### config.mk
export PLATFORM = sky130hd
export DESIGN_NAME = debounced_edge_counter_with_change_irq
export DESIGN_NICKNAME = d
export VERILOG_FILES = /design/src/rtl/dbec_pkg.sv /design/src/rtl/debounced_edge_counter_with_change_irq.sv /design/src/rtl/dbec_pin_lane.sv /design/src/rtl/dbec_change.sv
export SDC_FILE = /design/constraint.sdc
export NUM_CORES = 2
export LEC_CHECK = 0
export BUFFER_PORTS_ARGS = -buffer_cell sky130_fd_sc_hd__buf_2
export CELL_PAD_IN_SITES_DETAIL_PLACEMENT = 1
export CELL_PAD_IN_SITES_GLOBAL_PLACEMENT = 2
export CORE_MARGIN = 2
export CORE_UTILIZATION = 41
export CTS_CLUSTER_SIZE = 12
export DETAILED_ROUTE_END_ITERATION = 6
export GPL_ROUTABILITY_DRIVEN = 0
export GPL_TIMING_DRIVEN = 0
export PLACE_DENSITY = 0.95
export SYNTH_ARGS = -nofsm -noshare
export SYNTH_HDL_FRONTEND = slang
export SYNTH_SLANG_ARGS = --single-unit
### constraint.sdc
create_clock -name clk -period 13.5 [get_ports clk]
set_input_delay 0 -clock clk [delete_from_list [all_inputs] [get_ports clk]]
set_output_delay 0 -clock clk [all_outputs]
set_load 0.05 [all_outputs]
### src/rtl/dbec_pkg.sv
package dbec_pkg;

  localparam int MAX_PINS = 16;
  localparam int PIN_COUNT_DEFAULT = 16;

  localparam logic [1:0] OP_TICK       = 2'd0;
  localparam logic [1:0] OP_READ_COUNT = 2'd1;
  localparam logic [1:0] OP_SET_EDGE   = 2'd2;
  localparam logic [1:0] OP_READ_VALUE = 2'd3;

  localparam logic [1:0] MODE_RISING  = 2'd0;
  localparam logic [1:0] MODE_FALLING = 2'd1;
  localparam logic [1:0] MODE_BOTH    = 2'd2;
  localparam logic [7:0] MODE_LIMIT   = 8'd2;

  localparam logic [1:0] REG_IRQ_ENABLE = 2'd0;
  localparam logic [1:0] REG_HOLDOFF    = 2'd1;
  localparam logic [1:0] REG_PRESENT    = 2'd2;

  localparam logic [7:0]  EDGE_HOLDOFF_RESET = 8'd100;
  localparam logic [31:0] PERIOD_RESET       = 32'd100;
  localparam logic [15:0] PRESENT_RESET      = 16'd15;

  localparam logic STATUS_OK      = 1'b0;
  localparam logic STATUS_INVALID = 1'b1;

  typedef struct packed {
    logic [1:0]  op;
    logic [1:0]  tick_kind;
    logic [15:0] pin_levels;
    logic [7:0]  pin_index;
    logic        clear_after_read;
    logic [15:0] select_mask;
    logic [7:0]  edge_mode;
    logic [7:0]  edge_holdoff;
  } item_t;

  typedef struct packed {
    logic        status;
    logic [31:0] count;
    logic [15:0] active_pins;
    logic        change_report;
    logic [15:0] changed_pins;
  } result_t;

  typedef struct packed {
    logic       tick;
    logic       count_pass;
    logic       prime;
    logic       set_en;
    logic [1:0] mode;
    logic [7:0] holdoff;
  } lane_ctl_t;

  typedef struct packed {
    logic tick;
    logic count_pass;
    logic check_pass;
  } chg_ctl_t;

endpackage

### src/rtl/debounced_edge_counter_with_change_irq.sv
// A result is registered and appears in the cycle after its item is accepted.
// Throughput: one item per cycle; all pins update in parallel in their lanes.
// The input stalls only while a finished result is held by a stalled output.
// Reset (rst, synchronous, active high) clears counts, hold-offs and the
// change tracker, sets every pin to rising mode with a debounce of 100 ticks.
module debounced_edge_counter_with_change_irq #(
  parameter int PIN_COUNT = dbec_pkg::PIN_COUNT_DEFAULT
) (
  input  logic              clk,
  input  logic              rst,
  input  logic              item_valid,
  output logic              item_stall,
  input  dbec_pkg::item_t   item,
  output logic              result_valid,
  input  logic              result_stall,
  output dbec_pkg::result_t result,
  input  logic              cfg_write,
  input  logic [1:0]        cfg_index,
  input  logic [31:0]       cfg_data
);

  localparam logic [15:0] PIN_MASK = 16'((33'd1 << PIN_COUNT) - 33'd1);

  logic [15:0] irq_enable;
  logic [31:0] holdoff_period;
  logic [15:0] pin_present;

  logic                accept;
  logic [15:0]         value;
  logic [15:0]         sel;
  logic                mode_ok;
  logic                pin_ok;
  logic                primed;
  logic                report;
  logic [15:0]         changed;
  logic [31:0]         lane_count [PIN_COUNT];
  logic [31:0]         read_count;
  dbec_pkg::lane_ctl_t lane_ctl;
  dbec_pkg::chg_ctl_t  chg_ctl;
  dbec_pkg::result_t   result_next;

  assign item_stall = result_valid && result_stall;
  assign accept     = item_valid && !item_stall;

  always_ff @(posedge clk) begin
    if (rst) begin
      irq_enable     <= 16'd0;
      holdoff_period <= dbec_pkg::PERIOD_RESET;
      pin_present    <= dbec_pkg::PRESENT_RESET;
    end else if (cfg_write) begin
      unique case (cfg_index)
        dbec_pkg::REG_IRQ_ENABLE: irq_enable     <= cfg_data[15:0];
        dbec_pkg::REG_HOLDOFF:    holdoff_period <= cfg_data;
        dbec_pkg::REG_PRESENT:    pin_present    <= cfg_data[15:0];
        default: ;
      endcase
    end
  end

  always_comb begin
    value   = ~item.pin_levels & pin_present & PIN_MASK;
    sel     = item.select_mask & PIN_MASK;
    mode_ok = item.edge_mode <= dbec_pkg::MODE_LIMIT;
    pin_ok  = 32'(item.pin_index) < PIN_COUNT;

    lane_ctl.tick       = accept && item.op == dbec_pkg::OP_TICK;
    lane_ctl.count_pass = item.tick_kind[0];
    lane_ctl.prime      = !primed;
    lane_ctl.set_en     = accept && item.op == dbec_pkg::OP_SET_EDGE && mode_ok;
    lane_ctl.mode       = item.edge_mode[1:0];
    lane_ctl.holdoff    = item.edge_holdoff;

    chg_ctl.tick       = lane_ctl.tick;
    chg_ctl.count_pass = item.tick_kind[0];
    chg_ctl.check_pass = item.tick_kind[1];

    read_count = 32'd0;
    for (int i = 0; i < PIN_COUNT; i++) begin
      if (item.pin_index == 8'(i)) begin
        read_count = lane_count[i];
      end
    end
  end

  dbec_change u_change (
    .clk     (clk),
    .rst     (rst),
    .ctl     (chg_ctl),
    .value   (value),
    .enable  (irq_enable & PIN_MASK),
    .period  (holdoff_period),
    .primed  (primed),
    .report  (report),
    .changed (changed)
  );

  for (genvar g = 0; g < PIN_COUNT; g++) begin : g_lane
    dbec_pin_lane u_lane (
      .clk     (clk),
      .rst     (rst),
      .ctl     (lane_ctl),
      .active  (value[g]),
      .present (pin_present[g]),
      .sel     (sel[g]),
      .clear   (accept && item.op == dbec_pkg::OP_READ_COUNT
                && item.clear_after_read && item.pin_index == 8'(g)),
      .count   (lane_count[g])
    );
  end

  always_comb begin
    result_next.status        = dbec_pkg::STATUS_OK;
    result_next.count         = 32'd0;
    result_next.active_pins   = value;
    result_next.change_report = 1'b0;
    result_next.changed_pins  = 16'd0;
    unique case (item.op)
      dbec_pkg::OP_TICK: begin
        result_next.change_report = report;
        result_next.changed_pins  = changed;
      end
      dbec_pkg::OP_READ_COUNT: begin
        if (pin_ok) begin
          result_next.count = read_count;
        end else begin
          result_next.status = dbec_pkg::STATUS_INVALID;
        end
      end
      dbec_pkg::OP_SET_EDGE: begin
        if (!mode_ok) begin
          result_next.status = dbec_pkg::STATUS_INVALID;
        end
      end
      dbec_pkg::OP_READ_VALUE: ;
      default: ;
    endcase
  end

  always_ff @(posedge clk) begin
    if (rst) begin
      result_valid <= 1'b0;
    end else if (accept) begin
      result_valid <= 1'b1;
    end else if (!result_stall) begin
      result_valid <= 1'b0;
    end
  end

  always_ff @(posedge clk) begin
    if (accept) begin
      result <= result_next;
    end
  end

endmodule

### src/rtl/dbec_pin_lane.sv
module dbec_pin_lane (
  input  logic                clk,
  input  logic                rst,
  input  dbec_pkg::lane_ctl_t ctl,
  input  logic                active,
  input  logic                present,
  input  logic                sel,
  input  logic                clear,
  output logic [31:0]         count
);

  logic [1:0] mode;
  logic [7:0] holdoff;
  logic [7:0] holdoff_left;
  logic       debounced;

  logic [7:0] holdoff_left_next;
  logic       db_cur;
  logic       hit;
  logic       bump;

  always_comb begin
    holdoff_left_next = (holdoff_left != 8'd0) ? holdoff_left - 8'd1 : holdoff_left;
    db_cur = ctl.prime ? active : debounced;
    hit = (holdoff_left_next == 8'd0) && present && (active != db_cur);
    bump = hit && ((active && (mode == dbec_pkg::MODE_RISING || mode == dbec_pkg::MODE_BOTH))
                || (!active && (mode == dbec_pkg::MODE_FALLING
                                || mode == dbec_pkg::MODE_BOTH)));
  end

  always_ff @(posedge clk) begin
    if (rst) begin
      count        <= 32'd0;
      mode         <= dbec_pkg::MODE_RISING;
      holdoff      <= dbec_pkg::EDGE_HOLDOFF_RESET;
      holdoff_left <= 8'd0;
      debounced    <= 1'b0;
    end else begin
      if (ctl.tick) begin
        if (ctl.count_pass) begin
          holdoff_left <= hit ? holdoff : holdoff_left_next;
          debounced    <= hit ? active : db_cur;
          if (bump) begin
            count <= count + 32'd1;
          end
        end else begin
          debounced <= db_cur;
        end
      end
      if (ctl.set_en && sel) begin
        mode    <= ctl.mode;
        holdoff <= ctl.holdoff;
        count   <= 32'd0;
      end
      if (clear) begin
        count <= 32'd0;
      end
    end
  end

endmodule

### src/rtl/dbec_change.sv
module dbec_change (
  input  logic               clk,
  input  logic               rst,
  input  dbec_pkg::chg_ctl_t ctl,
  input  logic [15:0]        value,
  input  logic [15:0]        enable,
  input  logic [31:0]        period,
  output logic               primed,
  output logic               report,
  output logic [15:0]        changed
);

  logic [31:0] report_holdoff_left;
  logic [15:0] previous_value;

  logic [31:0] report_holdoff_left_next;
  logic [15:0] prev_cur;
  logic        check;

  always_comb begin
    prev_cur = primed ? previous_value : ~value;
    report_holdoff_left_next = report_holdoff_left;
    if (ctl.count_pass && report_holdoff_left != 32'd0) begin
      report_holdoff_left_next = report_holdoff_left - 32'd1;
    end
    check   = ctl.check_pass && (enable != 16'd0) && (report_holdoff_left_next == 32'd0);
    changed = check ? (enable & (value ^ prev_cur)) : 16'd0;
    report  = changed != 16'd0;
  end

  always_ff @(posedge clk) begin
    if (rst) begin
      primed              <= 1'b0;
      report_holdoff_left <= 32'd0;
      previous_value      <= 16'd0;
    end else if (ctl.tick) begin
      primed              <= 1'b1;
      previous_value      <= check ? value : prev_cur;
      report_holdoff_left <= report ? period : report_holdoff_left_next;
    end
  end

endmodule

==> results.toml <==
[detailed_routing]
post_drt_wl_per_cell_microns = 26.8
viasPerCell = 6.25
drt_iter0_drc = 5426
antenna_left = 0
drt-total-wl_microns = 232000
drc = 0
vias = 54100
drtPass1Iterations = 5

[synthesis]
synth_adder_area_share = 0.0201
yosysWarnings = 0
synth_top_area_cell = "dfxtp_1"
syn_inst = 6526
yosys.cell_types.count = 92
synth_compound_area_frac = 0.154
synth_area_leaders = "dfxtp_1, nand2_1, nor2_1, a21oi_1, edfxtp_1"
ys_ff_latch = 996
synth_enable_flop_cells = 66
synthFlopType = "dfxtp_1"
synth_area_per_cell_sq_um = 8.00
muxShareOfSynthArea = 0.0415
synth_area_sq_mm = 0.0522
synth_fp_nets = 6710
synth-simple-area-share = 0.273
synth_top_cell_area_share = 0.356
seq_area_frac_synth = 0.394
synth_top_family_by_area = "simple AND/OR/NAND/NOR gates"
synth-xor-area-share = 0.0731
ys_async_sr_fraction = 0

[placement]
placed_area_sq_mm = 0.0552
place.port_buffers = 155
hpwl_microns = 169000
dp.cells = 8336
place_ws_ns = 7.47

[pwr]
pwr-share-comb = 0.168
leakagePower_nw = 20.7
power.density_mw_per_mm2 = 126
p_clk_frac = 0.427
vdd_ir_drop_max_mv = 0.107
total_power_mw = 7.57
p_int_mw = 5.22
swShare = 0.310
seqPwrFrac = 0.405
p_switching_mw = 2.35

[cells_and_area]
final_cell_area_sq_mm = 0.0600
drive_gt1_frac = 0.0696
finalCoreUtilization = 0.476
nFillCells = 15300
final_net_count = 7081
final_cells = 8657
layout_common_cells = "dfxtp_1, nand2_1, nor2_1"
mostFrequentLayoutCell = "dfxtp_1"
synthToLayoutAreaGrowth_pct = 14.9
register_area_sq_mm = 0.0206
multiInputGateArea_sq_mm = 0.0294

[setup_path]
crit_fanout = 29
arrival_ns = 6.72
cp.required_ns = 14.10
critPathLaunchType = "flop"
critPathTopFamily = "buffers and inverters"
end_kind = "flop"
path_class = "flop to flop"
path_cells = "a21boi_4 -> buf_12 -> buf_12 -> nand2_1 -> nor2_1 -> clkbuf_1 -> clkbuf_1 -> nand2_1 -> nand2_1 -> buf_1 -> nor2_1"
cp_common_cell = "nand2_1"
crit_buf_inv = 5
cp_slowest_stage_delay_ns = 1.03
cp_slowest_cell = "nor2_1"

[cts]
clock-sinks = 996
numCtsBuffers = 112
cts_resized = 0
insertion_delay_ns = 0.78
clk_pin_slew_ns = 0.07
cts_max_level = 3
root_buffer = "clkbuf_16"
cts_tree = "done"
cts_max_path_buffers = 3

[sta]
finalWorstSetupSlack_ns = 7.38
setup_tns_ns = 0
max_freq_mhz = 163
fin_crit_ns = 6.12
maxSlewHeadroom = 0.00311
skew_ns = 0.0433
worst_pin_slew_ns = 1.50
setup_viol = 0
hold_viol = 0
hold_slack_ns = 0.0366
final_max_slew_viol_count = 0
post-route-period-util = 0.453
rsz0062_at_grt = "false"

[run]
max_cap_violations = 1

[global_route]
grt_pass1_wl_microns = 343000
overflow = 0
antenna_found_initial = 13
grt_pass1_vias = 54000
grt_start_max_net_pins = 30
grtUsageTotal = 0.346

[die]
rows = 130
fp.dieW_microns = 361
die_area_sq_mm = 0.130
ioPinCount = 168
core_area_sq_mm = 0.126
initial_utilization = 0.414
dieHeight_microns = 361

[outcome]
violations = "capacitance limit"
status = "finished, violations left"

[min_path]
min_path_type = "input pin to flop"
==> timing repair <==
action / CTS / global route
hold buffers: 97 / 0
buffers inserted: 0 / 0
endpoints found under the hold margin: 292 / 0
==> flip-flops by register name, indices dropped and copies added (netlist names) <==
name                          flops
g_lane.u_lane.holdoff_left      128
pin_present                      16
g_lane.u_lane.count             512
g_lane.u_lane.holdoff           128
g_lane.u_lane.debounced          16
holdoff_period                   32
u_change.primed                   1
result                           66
u_change.report_holdoff_left     32
g_lane.u_lane.mode               32
u_change.previous_value          16
result_valid                      1
irq_enable                       16
==> power by group through the flow <==
stage	registers [mW]	logic [mW]	clock network, mW
after floorplan	3.15	0.744	0
after global routing	3.07	1.33	3.36
after global placement	3.13	1.16	0
final	3.06	1.28	3.23
after CTS	3.06	1.22	3.23
after detailed placement	3.13	1.19	0
==> cell type report <==
class                           count  share of cell area
Multi-Input combinational cell   4917               0.489
Sequential cell                   996               0.343
Clock buffer                      157              0.0544
Tap cell                         1650              0.0344
Timing Repair Buffer              257              0.0307
Buffer                            410              0.0262
Inverter                          203              0.0127
Clock inverter                     54             0.00884
Antenna cell                       13            0.000542
==> routing by layer <==
| metal | routed length [microns] | track usage |
|---|---|---|
| met5 | 27 | 0 |
| met4 | 15700 | 0.212 |
| met3 | 20200 | 0.0668 |
| met2 | 103000 | 0.543 |
| met1 | 93000 | 0.438 |
==> cells in the mapped netlist, types with 24 or more instances <==
library cell / instances
a22oi_1: 41
a31oi_1: 46
and3_1: 86
buf_1: 48
xor2_1: 221
nand2b_1: 30
or4_1: 55
nor2b_1: 53
nor2_1: 795
inv_1: 201
nand2_1: 883
nand3_1: 219
and2_1: 63
ha_1: 84
edfxtp_1: 66
o211ai_1: 29
nand3b_1: 67
o21ai_0: 342
clkbuf_1: 347
a221oi_1: 71
a21oi_1: 490
o31ai_1: 24
and4_1: 62
nor3_1: 167
o22ai_1: 42
dfxtp_1: 930
nand4_1: 136
a211oi_1: 46
nor4_1: 55
mux4_2: 49
mux2i_1: 87
xnor2_1: 215
or3_1: 164
==> worst min-delay path: cells and delay by family <==
kind,cells,cell delay [ns]
AOI/OAI and AO/OA,1,0.05
and+or+nand+nor,1,0.04
buffers and inverters,2,0.64
==> kinds of logic after synthesis <==
family / count (synthesis)
and+or+nand+nor: 2928
AOI/OAI and AO/OA: 1316
DFF: 996
buffers and inverters: 613
xor gates and xnor gates: 436
muxes: 153
adders and majority gates: 84
==> worst paths after layout <==
path,startpoint,cells past startpoint,end,slack [ns]
worst max register to register,result_valid,11,g_lane[5].u_lane.count[4],7.38
worst min register to register,g_lane[0].u_lane.holdoff[0],2,g_lane[0].u_lane.holdoff[0],0.46
worst max-delay path,result_valid,11,g_lane[5].u_lane.count[4],7.38
worst min-delay path,cfg_data[21],4,holdoff_period[21],0.04
No activity file was read; power rests on OpenSTA's default activity.
